## src/sv/lkvc_pkg.sv

```systemverilog
// Shared types and constants for the LRU key-value cache.
// No dependencies; used by the interfaces, the cache and the testbench.
package lkvc_pkg;

  // Width and reset value of the capacity register.
  localparam int unsigned CAP_BITS = 5;
  localparam logic [CAP_BITS-1:0] CAP_RESET = 5'd16;

  typedef enum logic {
    OP_GET = 1'b0,
    OP_PUT = 1'b1
  } op_e;

endpackage

```

## src/sv/lkvc_if.sv

```systemverilog
// Valid/ready channel interfaces for the LRU key-value cache.
// Depends on lkvc_pkg for the opcode type.
interface lkvc_req_if #(
  parameter int unsigned KEY_BITS   = 16,
  parameter int unsigned VALUE_BITS = 32
);
  logic                  valid;
  logic                  ready;
  lkvc_pkg::op_e         opcode;
  logic [KEY_BITS-1:0]   lookup_key;
  logic [VALUE_BITS-1:0] write_value;

  modport source (output valid, output opcode, output lookup_key, output write_value,
                  input ready);
  modport sink   (input valid, input opcode, input lookup_key, input write_value,
                  output ready);
endinterface

interface lkvc_rsp_if #(
  parameter int unsigned KEY_BITS   = 16,
  parameter int unsigned VALUE_BITS = 32
);
  logic                  valid;
  logic                  ready;
  logic                  hit;
  logic [VALUE_BITS-1:0] read_value;
  logic                  evicted;
  logic [KEY_BITS-1:0]   evicted_key;

  modport source (output valid, output hit, output read_value, output evicted,
                  output evicted_key, input ready);
  modport sink   (input valid, input hit, input read_value, input evicted,
                  input evicted_key, output ready);
endinterface

```

## src/sv/lkvc_lookup.sv

```systemverilog
// Parallel key match and LRU victim select over all cache entries.
// Depends on nothing but its parameters; instantiated by lru_key_value_cache.
module lkvc_lookup #(
  parameter int unsigned MAX_ENTRIES = 16,
  parameter int unsigned KEY_BITS    = 16,
  parameter int unsigned VALUE_BITS  = 32,
  parameter int unsigned RW          = 4
) (
  input  logic [MAX_ENTRIES-1:0] valid_i,
  input  logic [KEY_BITS-1:0]    keys_i   [MAX_ENTRIES],
  input  logic [VALUE_BITS-1:0]  values_i [MAX_ENTRIES],
  input  logic [RW-1:0]          ranks_i  [MAX_ENTRIES],
  input  logic [KEY_BITS-1:0]    key_i,
  input  logic [RW-1:0]          last_rank_i,
  output logic [MAX_ENTRIES-1:0] match_o,
  output logic [MAX_ENTRIES-1:0] lru_o,
  output logic [VALUE_BITS-1:0]  hit_value_o,
  output logic [RW-1:0]          hit_rank_o,
  output logic [KEY_BITS-1:0]    lru_key_o
);

  // Valid keys are unique and valid ranks form a permutation, so both
  // vectors are one-hot (or zero) and an OR mux selects the entry.
  always_comb begin
    hit_value_o = '0;
    hit_rank_o  = '0;
    lru_key_o   = '0;
    for (int unsigned i = 0; i < MAX_ENTRIES; i++) begin
      match_o[i] = valid_i[i] && (keys_i[i] == key_i);
      lru_o[i]   = valid_i[i] && (ranks_i[i] == last_rank_i);
      if (match_o[i]) begin
        hit_value_o = hit_value_o | values_i[i];
        hit_rank_o  = hit_rank_o | ranks_i[i];
      end
      if (lru_o[i]) begin
        lru_key_o = lru_key_o | keys_i[i];
      end
    end
  end

endmodule

```

## src/sv/lru_key_value_cache.sv

```systemverilog
// Fully associative key-value cache with least-recently-used replacement.
// Depends on lkvc_pkg, lkvc_req_if / lkvc_rsp_if and lkvc_lookup.
//
//   channel | dir | payload                                      | beat when
//   req_i   | in  | opcode, lookup_key, write_value              | valid & ready
//   rsp_o   | out | hit, read_value, evicted, evicted_key        | valid & ready
//   cfg     | in  | cfg_wdata_i (capacity_in_use)                | cfg_we_i
//
// One request per cycle sustained while the response is not stalled; response valid
// follows the request beat through the request register, then the response register.
// The entry state is updated as a request moves into the response register,
// so the next request already sees it.
// A stalled response holds the request register; req ready drops only then.
// Reset clears valid bits, the fill count and sets capacity to 16.
module lru_key_value_cache #(
  parameter int unsigned MAX_ENTRIES = 16,
  parameter int unsigned KEY_BITS    = 16,
  parameter int unsigned VALUE_BITS  = 32
) (
  input  logic                          clk_i,
  input  logic                          rst_ni,
  input  logic                          cfg_we_i,
  input  logic [lkvc_pkg::CAP_BITS-1:0] cfg_wdata_i,
  lkvc_req_if.sink                      req_i,
  lkvc_rsp_if.source                    rsp_o
);

  localparam int unsigned RW = (MAX_ENTRIES > 1) ? $clog2(MAX_ENTRIES) : 1;
  localparam int unsigned UW = $clog2(MAX_ENTRIES + 1);
  localparam int unsigned EW = (UW > lkvc_pkg::CAP_BITS) ? UW : lkvc_pkg::CAP_BITS;

  // Configuration
  logic [lkvc_pkg::CAP_BITS-1:0] cap_q;

  // Entry state
  logic [MAX_ENTRIES-1:0] valid_q, valid_d;
  logic [KEY_BITS-1:0]    key_q   [MAX_ENTRIES];
  logic [VALUE_BITS-1:0]  value_q [MAX_ENTRIES];
  logic [RW-1:0]          rank_q  [MAX_ENTRIES];
  logic [UW-1:0]          used_q, used_d;

  // Request register
  logic                  in_vld_q, in_vld_d;
  lkvc_pkg::op_e         in_op_q;
  logic [KEY_BITS-1:0]   in_key_q;
  logic [VALUE_BITS-1:0] in_val_q;

  // Response register
  logic                  out_vld_q, out_vld_d;
  logic                  out_hit_q;
  logic [VALUE_BITS-1:0] out_rd_q;
  logic                  out_ev_q;
  logic [KEY_BITS-1:0]   out_evk_q;

  logic                   accept, advance;
  logic [MAX_ENTRIES-1:0] match, lru, target;
  logic [VALUE_BITS-1:0]  hit_value;
  logic [RW-1:0]          hit_rank, last_rank, pivot, slot;
  logic [KEY_BITS-1:0]    lru_key;
  logic [EW-1:0]          eff_cap;
  logic                   is_put, hit, can_fill, do_fill, do_evict, do_update;

  assign advance     = in_vld_q && (!out_vld_q || rsp_o.ready);
  assign req_i.ready = !in_vld_q || advance;
  assign accept      = req_i.valid && req_i.ready;

  assign in_vld_d  = accept ? 1'b1 : (advance ? 1'b0 : in_vld_q);
  assign out_vld_d = advance ? 1'b1 : (rsp_o.ready ? 1'b0 : out_vld_q);

  assign last_rank = RW'(UW'(used_q - UW'(1)));
  assign slot      = RW'(used_q);

  lkvc_lookup #(
    .MAX_ENTRIES (MAX_ENTRIES),
    .KEY_BITS    (KEY_BITS),
    .VALUE_BITS  (VALUE_BITS),
    .RW          (RW)
  ) u_lookup (
    .valid_i     (valid_q),
    .keys_i      (key_q),
    .values_i    (value_q),
    .ranks_i     (rank_q),
    .key_i       (in_key_q),
    .last_rank_i (last_rank),
    .match_o     (match),
    .lru_o       (lru),
    .hit_value_o (hit_value),
    .hit_rank_o  (hit_rank),
    .lru_key_o   (lru_key)
  );

  // Capacity of zero acts as one, anything above the entry count as full size.
  always_comb begin
    if (cap_q == '0) begin
      eff_cap = EW'(1);
    end else if (EW'(cap_q) > EW'(MAX_ENTRIES)) begin
      eff_cap = EW'(MAX_ENTRIES);
    end else begin
      eff_cap = EW'(cap_q);
    end
  end

  assign is_put    = (in_op_q == lkvc_pkg::OP_PUT);
  assign hit       = |match;
  // Entries fill in index order and are never freed, so the next free slot
  // is the fill count itself.
  assign can_fill  = EW'(used_q) < eff_cap;
  assign do_fill   = is_put && !hit && can_fill;
  assign do_evict  = is_put && !hit && !can_fill;
  assign do_update = advance && (hit || is_put);
  assign pivot     = hit ? hit_rank : last_rank;

  always_comb begin
    for (int unsigned i = 0; i < MAX_ENTRIES; i++) begin
      if (hit) begin
        target[i] = match[i];
      end else if (do_fill) begin
        target[i] = (RW'(i) == slot);
      end else begin
        target[i] = lru[i];
      end
    end
  end

  assign valid_d = (advance && do_fill) ? (valid_q | target) : valid_q;
  assign used_d  = (advance && do_fill) ? UW'(used_q + UW'(1)) : used_q;

  always_ff @(posedge clk_i or negedge rst_ni) begin
    if (!rst_ni) begin
      cap_q     <= lkvc_pkg::CAP_RESET;
      valid_q   <= '0;
      used_q    <= '0;
      in_vld_q  <= 1'b0;
      out_vld_q <= 1'b0;
    end else begin
      if (cfg_we_i) begin
        cap_q <= cfg_wdata_i;
      end
      valid_q   <= valid_d;
      used_q    <= used_d;
      in_vld_q  <= in_vld_d;
      out_vld_q <= out_vld_d;
    end
  end

  always_ff @(posedge clk_i) begin
    if (accept) begin
      in_op_q  <= req_i.opcode;
      in_key_q <= req_i.lookup_key;
      in_val_q <= req_i.write_value;
    end
    if (advance) begin
      out_hit_q <= hit;
      out_rd_q  <= (hit && !is_put) ? hit_value : '0;
      out_ev_q  <= do_evict;
      out_evk_q <= do_evict ? lru_key : '0;
    end
  end

  // Entry update: target goes to rank 0, younger valid entries age by one.
  // A fill ages every valid entry.
  always_ff @(posedge clk_i) begin
    if (do_update) begin
      for (int unsigned i = 0; i < MAX_ENTRIES; i++) begin
        if (target[i]) begin
          rank_q[i] <= '0;
          if (is_put) begin
            key_q[i]   <= in_key_q;
            value_q[i] <= in_val_q;
          end
        end else if (valid_q[i] && (do_fill || (rank_q[i] < pivot))) begin
          rank_q[i] <= RW'(rank_q[i] + RW'(1));
        end
      end
    end
  end

  assign rsp_o.valid       = out_vld_q;
  assign rsp_o.hit         = out_hit_q;
  assign rsp_o.read_value  = out_rd_q;
  assign rsp_o.evicted     = out_ev_q;
  assign rsp_o.evicted_key = out_evk_q;

endmodule

```

## src/flat_wrapper.sv

```systemverilog
// flat-port wrapper written by rule: the top's interface ports become plain ports
module lru_key_value_cache_flat 
#(
  parameter int unsigned MAX_ENTRIES = 16,
  parameter int unsigned KEY_BITS    = 16,
  parameter int unsigned VALUE_BITS  = 32
)
  (clk_i, rst_ni, cfg_we_i, cfg_wdata_i, req_i_valid, req_i_opcode, req_i_lookup_key, req_i_write_value, req_i_ready, rsp_o_valid, rsp_o_hit, rsp_o_read_value, rsp_o_evicted, rsp_o_evicted_key, rsp_o_ready);
  lkvc_req_if #(.KEY_BITS(KEY_BITS), .VALUE_BITS(VALUE_BITS)) req_i_i ();
  lkvc_rsp_if #(.KEY_BITS(KEY_BITS), .VALUE_BITS(VALUE_BITS)) rsp_o_i ();
  input  logic clk_i;
  input  logic rst_ni;
  input  logic cfg_we_i;
  input  logic [lkvc_pkg::CAP_BITS-1:0] cfg_wdata_i;
  input wire logic [$bits(req_i_i.valid)-1:0] req_i_valid;
  input wire logic [$bits(req_i_i.opcode)-1:0] req_i_opcode;
  input wire logic [$bits(req_i_i.lookup_key)-1:0] req_i_lookup_key;
  input wire logic [$bits(req_i_i.write_value)-1:0] req_i_write_value;
  output wire logic [$bits(req_i_i.ready)-1:0] req_i_ready;
  output wire logic [$bits(rsp_o_i.valid)-1:0] rsp_o_valid;
  output wire logic [$bits(rsp_o_i.hit)-1:0] rsp_o_hit;
  output wire logic [$bits(rsp_o_i.read_value)-1:0] rsp_o_read_value;
  output wire logic [$bits(rsp_o_i.evicted)-1:0] rsp_o_evicted;
  output wire logic [$bits(rsp_o_i.evicted_key)-1:0] rsp_o_evicted_key;
  input wire logic [$bits(rsp_o_i.ready)-1:0] rsp_o_ready;
  assign req_i_i.valid = req_i_valid;
  assign req_i_i.opcode = req_i_opcode;
  assign req_i_i.lookup_key = req_i_lookup_key;
  assign req_i_i.write_value = req_i_write_value;
  assign req_i_ready = req_i_i.ready;
  assign rsp_o_valid = rsp_o_i.valid;
  assign rsp_o_hit = rsp_o_i.hit;
  assign rsp_o_read_value = rsp_o_i.read_value;
  assign rsp_o_evicted = rsp_o_i.evicted;
  assign rsp_o_evicted_key = rsp_o_i.evicted_key;
  assign rsp_o_i.ready = rsp_o_ready;
  lru_key_value_cache #(.MAX_ENTRIES(MAX_ENTRIES), .KEY_BITS(KEY_BITS), .VALUE_BITS(VALUE_BITS)) u_core (.clk_i(clk_i), .rst_ni(rst_ni), .cfg_we_i(cfg_we_i), .cfg_wdata_i(cfg_wdata_i), .req_i(req_i_i), .rsp_o(rsp_o_i));
endmodule
```

## config.mk

```make
export PLATFORM = sky130hd
export DESIGN_NAME = lru_key_value_cache_flat
export DESIGN_NICKNAME = d
export VERILOG_FILES = /design/src/sv/lkvc_pkg.sv /design/src/sv/lkvc_if.sv /design/src/sv/lkvc_lookup.sv /design/src/sv/lru_key_value_cache.sv /design/src/flat_wrapper.sv
export SDC_FILE = /design/constraint.sdc
export NUM_CORES = 1
export LEC_CHECK = 0
export ABC_AREA = 1
export BUFFER_PORTS_ARGS = -buffer_cell sky130_fd_sc_hd__buf_2
export CORE_UTILIZATION = 40
export CTS_BUF_LIST = sky130_fd_sc_hd__clkbuf_4 sky130_fd_sc_hd__clkbuf_8 sky130_fd_sc_hd__clkbuf_16
export CTS_CLUSTER_SIZE = 20
export DETAILED_ROUTE_END_ITERATION = 12
export GPL_ROUTABILITY_DRIVEN = 1
export PLACE_DENSITY_LB_ADDON = 0.1
export SLEW_MARGIN = 30
export SYNTH_ARGS = -nofsm -noshare
export SYNTH_HDL_FRONTEND = slang
export SYNTH_SLANG_ARGS = --single-unit
```

## constraint.sdc

```tcl
create_clock -name clk_i -period 6.8 [get_ports clk_i]
set_input_delay 0.34 -clock clk_i [delete_from_list [all_inputs] [get_ports clk_i]]
set_output_delay 0.34 -clock clk_i [all_outputs]
set_load 0.1 [all_outputs]
```

==> impl.org, run 1 <==
** Run status
- Run status :: completed

** Floorplanning
- Area of the die :: 0.106 sq mm
- Starting utilization of the core area :: 40.5%
- Floorplan die width :: 326 microns
- Vertical extent of the die :: 326 microns
- Row count :: 118
- Core box area :: 0.104 sq mm
- In this run the count of I/O pins placed on the die edge is 111.

** Global routing
- The via count of the first global-routing pass came to 29,201.
- Gr ovfl total :: 0
- Antenna violations before repair :: 6
- Global routing consumed, over all layers together, 32.4% of the routing resources.
- The first global-routing pass estimated 239 mm of wire.
- Entering global routing, the biggest net connects 49 pins.

** Power
- IR analysis of the VDD net gives a maximum drop of 0.306 mV.
- In this run the static leakage power is 18.3 nW.
- Power density over cell area :: 400 mW/mm^2

** Cells and area
- Area added between synthesis and finish :: 16.5%
- In the final design database the tool counted 3,823 nets.
- Most common library cell in the layout ignoring fill and taps :: edfxtp_1
- Ratio of cells with drive above 1 in the final layout :: 12.8%
- Filler cell count :: 9,363
- Most frequent cells in the layout :: edfxtp_1, nand2_1, inv_1

** Logic synthesis
- Number of enable-type register cells in the synthesized netlist :: 931
- After synthesis, the mean cell area works out to 12.3 sq um.
- Dominant synthesized flop cell :: edfxtp_1
- Mapped Cells :: 3,424
- Share of flip-flops with an asynchronous set or reset after synthesis :: 2.92%
- Post-Synthesis Net Count :: 3,556
- The Yosys step of the flow raised 0 warnings.
- After synthesis, flip-flops and latches occupy 68.2% of the total area.
- The synthesized netlist devotes 2.17% of its cell area to adder and majority cells.
- Post-synthesis share of cell area spent on xor and xnor gates :: 2.21%
- After synthesis, the largest family of logic cells by area is compound AO/OA/AOI/OAI gates.
- Summing the areas of all compound-gate instances in the mapped netlist gives 11.9% of the synthesized area.
- Area share of and/or/nand/nor cells after synthesis :: 10.5%
- Synthesized cell area :: 0.0420 sq mm
- Flip-flop and latch count after synthesis :: 959
- Mux cell area share after synthesis :: 0.0804%
- Synthesis instantiated 50 different standard cells from the library.

** Drt
- Met1 wire length :: 74.8 mm
- DR WL met2 :: 77.5 mm
- Total iterations of the first detailed-routing run :: 8
- Iter 0 DRT Violations :: 4,107
- The detail route stage leaves a number of antenna-violating nets equal to 0.
- After detailed routing, the number of remaining DRC violations is 0.
- After detailed routing, the average wire length per cell comes to 33.8 microns.
- The highest metal layer carrying signal wires in the routed design is met5.
- The final layout contains routed wiring with a total length of 174 mm.
- For this block, the via count after detailed routing is 30,405.
- Summed over all nets, wire length on met3 after detailed routing comes to 15.3 mm.
- Vias/cell :: 5.90

** Clock network
- Number of buffers between clock root and the deepest sink :: 3
- The tree built by TritonCTS fans out to 959 sinks.
- Clock-pin slew on the worst setup and hold paths :: 70 ps
- Worst-skew pair later-pin latency :: 720 ps
- CTS placed an instance of clkbuf_16 at the clock tree root.
- CTS Buf Count :: 103
- CTS built an H-tree with a depth of 3.
- CTS tree :: built

** Timing
- Final setup fails :: 0
- Fmax :: 181 MHz
- The clock arrives with 40.2 ps of skew.
- Worst slew slack as a fraction of its limit :: 30.5%
- The worst path in the final design needs a cycle of 5530 ps, including I/O delays and setup.
- Setup repair after global routing missed its margin :: no
- Setup total negative slack :: 0 ps
- Final worst path period share :: 81.3%
- Final setup margin :: 1270 ps
- The count of final hold-check violations came to 0.
- The count of final max-slew check failures came to 0.
- Transition time at the pin with the least slew margin :: 1040 ps

** Min path
- Worst hold path type :: primary input to asynchronous set/reset pin

** Setup path
- Setup slack of the worst register-to-register path :: 1270 ps
- The critical path is of the flop to flop type.
- Data arrival time of the worst path :: 5860 ps
- Kind of end point of the critical path :: flop
- Crit path required time :: 7130 ps
- Along the worst path, the maximum fanout reaches 18.
- Sort of element at the start of the critical path :: flop

** Flow run
- Number of max-capacitance violations reported :: 0

** Place
- Final HPWL DP :: 113 mm
- Pre-CTS setup slack :: 1480 ps
- The count of buffers added on input and output ports is 110.
- Weighted congestion reported at the end of routability-driven placement :: 1.01
per-layer routing:
layer | vias up | track usage [%]
met5 | - | 0
met4 | 4 | 10.3
met3 | 285 | 6.38
met2 | 1626 | 49.7
met1 | 15521 | 46.3
li1 | 12969 | -
synth_stat cells, types with 25 or more instances:
cell type,instances,area (sq um)
a221oi_1,191,1670
a41oi_1,48,420
xor2_1,83,727
ha_1,73,913
a21oi_1,50,250
edfxtp_1,931,28000
buf_2,27,135
o22ai_1,54,338
inv_1,315,1180
nand3_1,37,185
o21ai_1,39,195
clkbuf_1,62,233
a22o_1,101,885
dfrtp_1,27,676
inv_2,25,93.8
nand2_1,736,2760
o21ai_0,177,886
nor2_1,247,927
final cells by class:
type                    instances  area (sq um)  share of cell area (%)
inverters                     358          1350                    2.77
clock inverters                53           614                    1.26
diodes                          1          2.50                 0.00511
well taps                    1380          1730                    3.53
multi-input cells            1981         11400                    23.3
flip-flops and latches        959         28700                    58.6
clock buffers                 130          2820                    5.77
repair buffers                288          2350                    4.80
timing repair:
action | in CTS | in global routing
hold buffers | 65 | 0
resized for setup | 0 | 0
setup buffers | 0 | 0
hold endpoints to repair | 83 | 0
report_power, final:
part           internal, mW  switching [mW]  leakage [nW]  total [mW]
Clock                  3.32            2.41          1.70        5.73
Sequential             7.44           0.585          8.81        8.02
Combinational          1.54            4.30          7.82        5.83
Total                  12.3            7.29          18.3        19.6
kinds of logic (layout without fill, tap and decap cells):
group                    after synthesis  in the layout
AND/OR/NAND/NOR                     1100           1100
flip-flops                           959            959
AO/OA/AOI/OAI                        701            701
buffers and inverters                484            829
XOR/XNOR                             104            104
adder cells (fa/ha/maj)               73             73
multiplexers                           3              3
other                                  0              1
critical path, stage by stage (launching register included):
cell	delay [ps]
edfxtp_1	410
inv_2	450
o21ai_0	370
nor2_1	370
nand2_1	90
nor2_1	480
nand3_1	360
nand2_1	160
nor2_1	50
nand2_1	120
nor2_4	120
inv_2	240
nand3_1	150
o21ai_1	410
buf_4	310
ha_1	250
nand2_1	70
nand2_1	50
nand2_1	50
nand2_1	40
nand2_1	50
nand2_1	40
a21oi_1	460
path summary, 6_finish.rpt:
path	endpoint	start	cells past startpoint
max	u_core.rank_q[46]	u_core.in_key_q[5]	22
min	u_core.valid_q[9]	rst_ni	2
max reg2reg	u_core.rank_q[46]	u_core.in_key_q[5]	22
min reg2reg	u_core.used_q[4]	u_core.used_q[4]	2
max in group asynchronous	u_core.rsp_o.valid	rst_ni	2
min in group clk_i	u_core.in_val_q[16]	req_i_write_value[16]	2
through the flow:
step	util, %	instance area [sq um]	hold WS, ps	instances	power [mW]
finish	47.2	48900	293	5150	19.6
global route	47.2	48900	300	5149	20.2
CTS	47.2	48900	264	5149	19.5
detailed placement	43.2	44900	499	4901	13.8
global placement	43.2	44800	495	4900	13.7
floorplan	-	42000	44.4	3424	11.2
flip-flops by register name (all words and copies together), names as in the netlist:
register	count
u_core.cap_q	5
u_core.in_key_q	16
u_core.in_op_q	1
u_core.in_val_q	32
u_core.in_vld_q	1
u_core.key_q	256
u_core.rank_q	64
u_core.rsp_o.evicted	1
u_core.rsp_o.evicted_key	16
u_core.rsp_o.hit	1
u_core.rsp_o.read_value	32
u_core.rsp_o.valid	1
u_core.used_q	5
u_core.valid_q	16
u_core.value_q	512
(Power assumes the default switching activity.)
==> run 2: changes to the inputs <==
Clock period 6.8 ns to 5.4 ns, I/O delays scaled along.
==> run 2 against run 1 <==
Total power up 28%. Non-clock buffer count grew 46. Critical path depth up 2. Sequential power up 26%. Core utilization increased by 0.53 points. Final cell count is 1.1% higher. Clock skew shrank 16 ps. Routed wire length grew 2.9%. Die area unchanged. Critical endpoint is now u_core.rank_q[6]. Largest cell class unchanged.
==> impl.org, run 2 (synthesis results as in run 1) <==
** Run status
- The flow ran to the end, and the final reports show no timing, DRC or antenna violations.

** Power
- Per report_power, the clock group accounts for 29.4% of the total.
- Switching component of the power :: 9.34 mW
- For this design the ratio of total power to cell area is 506 mW/mm^2.
- Of the total power, registers draw 40.5%.
- Maximum ir drop on the vdd rail :: 0.357 mV
- Part of the power in combinational logic :: 30.1%
- Leakage dissipation :: 18.6 nW
- Cell internal power was estimated by the tool at 15.7 mW.
- Sw Ratio :: 37.3%

** Drt
- Summed over all layers, the routed wires come to 179 mm.
- Using the TritonRoute via totals, the vias-per-cell ratio works out to 5.92.
- After the first detailed-routing iteration, the DRC count stood at 3,804.
- Routed wire per std cell :: 34.4 microns
- Via count :: 30,849
- Number of DRC violations after detailed routing :: 0
- In this run the remaining antenna-violating nets after routing total 0.
- Total iterations of the first detailed-routing run :: 6

** Setup path
- Capture instance of the worst register-to-register path :: u_core.rank_q[6]
- The most critical setup path has its endpoint at u_core.rank_q[6].
- Number of buffers and inverters on the critical path :: 5
- The worst setup path is launched from a flop.
- On the worst path, the slowest cell contributes a delay of 550 ps.
- Delay-heaviest family, CP :: simple AND/OR/NAND/NOR gates
- The critical path starts at u_core.in_key_q[6].
- Classification of the worst setup path :: flop to flop
- By instance count, the cell type seen most on the critical path is nand2_1.
- Number of cell instances on the worst register-to-register path :: 24
- Launching point of the worst reg2reg path :: u_core.in_key_q[6]
- Data arrival time of the worst path :: 4950 ps
- Crit path required time :: 5770 ps
- Cell chain of the critical path :: inv_2 -> buf_4 -> o21ai_1 -> nor2_1 -> nand2_1 -> nor2_1 -> nand3_1 -> nand2_1 -> nor2_1 -> nand2_1 -> nor2_4 -> buf_4 -> inv_2 -> nand3_1 -> o21ai_1 -> buf_4 -> ha_1 -> nand2_1 -> nand2_1 -> nand2_1 -> nand2_1 -> nand2_1 -> nand2_1 -> a21oi_1
- The largest individual stage delay along the critical path comes from the cell inv_2.
- STA classifies the critical path endpoint as a flop.
- Across all register-to-register paths, the minimum setup slack is 810 ps.
- In this run the number of cells on the critical path is 24.
- Along the worst path, the maximum fanout reaches 14.

** Floorplanning
- Number of top-level pins :: 111
- Measured along the x axis, the die boundary spans 326 microns.
- For this configuration, the core starts out at a cell density of 40.5%.
- The floorplan step set the die height to 326 microns.
- Area of the die :: 0.106 sq mm
- In this run the core area contains 118 standard-cell rows.
- In this run the standard cell core region covers 0.104 sq mm.

** Timing
- In the finished design, the share of the clock period the worst path needs comes to 84.9%.
- Static timing analysis puts the maximum clock frequency at 218 MHz.
- The clock arrives with 24.1 ps of skew.
- Setup repair after global routing left no endpoint under its margin.
- Setup violations remaining at the end of the flow were counted as 0.
- Measured against its own limit, the worst slew margin works out to 32.4%.
- Post-layout min period :: 4590 ps
- Hold Fails Final Rpt :: 0
- Across all hold checks on the routed design, the worst slack comes to 268 ps.
- After routing, the total negative slack on setup checks comes to 0 ps.
- At the pin with the least slew margin, the transition time is 1010 ps.
- The count of final max-slew check failures is 0.

** Cells and area
- Net count, final :: 3,870
- Largest regs :: u_core.value_q: 512 flops, u_core.key_q: 256 flops, u_core.rank_q: 64 flops
- The area growth from synthesis to layout is 17.8%.
- Largest register by flop count :: u_core.value_q
- Of the cells placed in the final design, the portion with a size suffix greater than 1 is 14.1%.
- Most common library cell in the layout ignoring fill and taps :: edfxtp_1
- Post-Layout Cell Count :: 5,207
- Most frequent cells in the layout :: edfxtp_1, nand2_1, inv_1
- Number of flip-flops under the largest register name :: 512

** Clock network
- CTS Buf Count :: 104
- H-tree levels :: 3
- Number of buffers between clock root and the deepest sink :: 3
- After clock tree synthesis, the clock-pin slew on the worst setup and hold paths is 60 ps.
- In this run the clock root is driven by a clkbuf_16.
- At the later pin of the worst-skew pair, clock insertion delay measures 720 ps.
- Number of resized instances in the post-cts repair step :: 0
- CTS tree :: built
- Clock tree synthesis found a total of 959 sinks.

** Flow run
- Number of max-capacitance violations reported :: 0

** Global routing
- Global-route wire length before repair :: 245 mm
- Global routing finished with a remaining overflow of 0.
- The via count of the first global-routing pass is 29,626.
- Antenna violations before repair :: 9
- Global-route usage over all layers :: 33.4%
- Entering global routing, the biggest net connects 49 pins.

** Place
- Count of buffers from port buffering :: 110
- Weighted congestion reported at the end of routability-driven placement :: 1.06
- The number of placed instances, taps included, is 4,946.
- Final HPWL DP :: 120 mm

** Min path
- The tightest min-delay check is of the primary input to flop type.
-- run 2: cell types whose count changed in the layout (fill, tap and decap cells not counted), moves of 2 or more --
| cell | previous run | this run |
|---|---|---|
| buf_4 | 89 | 124 |
| clkinvlp_4 | 0 | 4 |
| clkbuf_8 | 4 | 2 |
| clkinv_16 | 5 | 3 |
| clkbuf_16 | 104 | 106 |
| clkinv_4 | 0 | 4 |
| clkinv_1 | 26 | 22 |
| clkinv_2 | 15 | 23 |
| buf_12 | 24 | 35 |
-- run 2: power by group through the flow --
| stage | Clock (mW) | Combinational, mW | Sequential (mW) |
|---|---|---|---|
| 5_1_grt | 7.70 | 8.00 | 10.2 |
| 4_1_cts | 7.43 | 7.42 | 10.1 |
| 3_5_place_dp | 0 | 7.34 | 10.3 |
| 6_report | 7.35 | 7.54 | 10.1 |
| 2_1_floorplan | 0 | 3.70 | 10.4 |
| 3_3_place_gp | 0 | 7.33 | 10.2 |
-- run 2: area by class of cell --
cell class	count	area, sq um
multi-input combinational	1981	11400
clock inverter	64	672
antenna	2	5.00
clock buffer	129	2840
tap	1380	1730
fill	9298	54300
timing repair buffer	334	2830
inverter	358	1350
sequential	959	28700
-- run 2: routing by layer --
metal | up-vias | track usage, % | part of all wire [%]
met2 | 1637 | 50.8 | 44
met1 | 15848 | 48.7 | 44
met3 | 281 | 5.99 | 8.6
met4 | 0 | 10.0 | 3.3
met5 | - | 0 | 0
li1 | 13083 | - | -
-- run 2: worst min-delay path by stage --
stage / startpoint / end / slack (ps) / cells past startpoint
4_1_cts: rst_ni / u_core.valid_q[5] / 220 / 2
3_5_place_dp: rst_ni / u_core.valid_q[3] / 440 / 1
2_1_floorplan: rst_ni / u_core.cap_q[0] / -30 / 0
5_1_grt: req_i_write_value[11] / u_core.in_val_q[11] / 250 / 2
6_report: req_i_lookup_key[9] / u_core.in_key_q[9] / 270 / 2
3_3_place_gp: rst_ni / u_core.valid_q[3] / 430 / 1
-- run 2: repair_timing --
action,in CTS,in global routing
hold buffers,64,1
endpoints found under the hold margin,83,6
setup buffers,0,0
endpoints found under the setup margin,0,0
-- run 2: metrics by stage --
step / power (mW) / area, sq um / setup slack [ps] / utilization [%]
after CTS: 25.0 / 49500 / 877 / 47.7
final: 25.0 / 49500 / 813 / 47.7
after detailed placement: 17.6 / 45300 / 916 / 43.7
after floorplan: 14.1 / 42000 / 178 / -
after global routing: 25.9 / 49500 / 648 / 47.7
after global placement: 17.6 / 45300 / 858 / 43.7
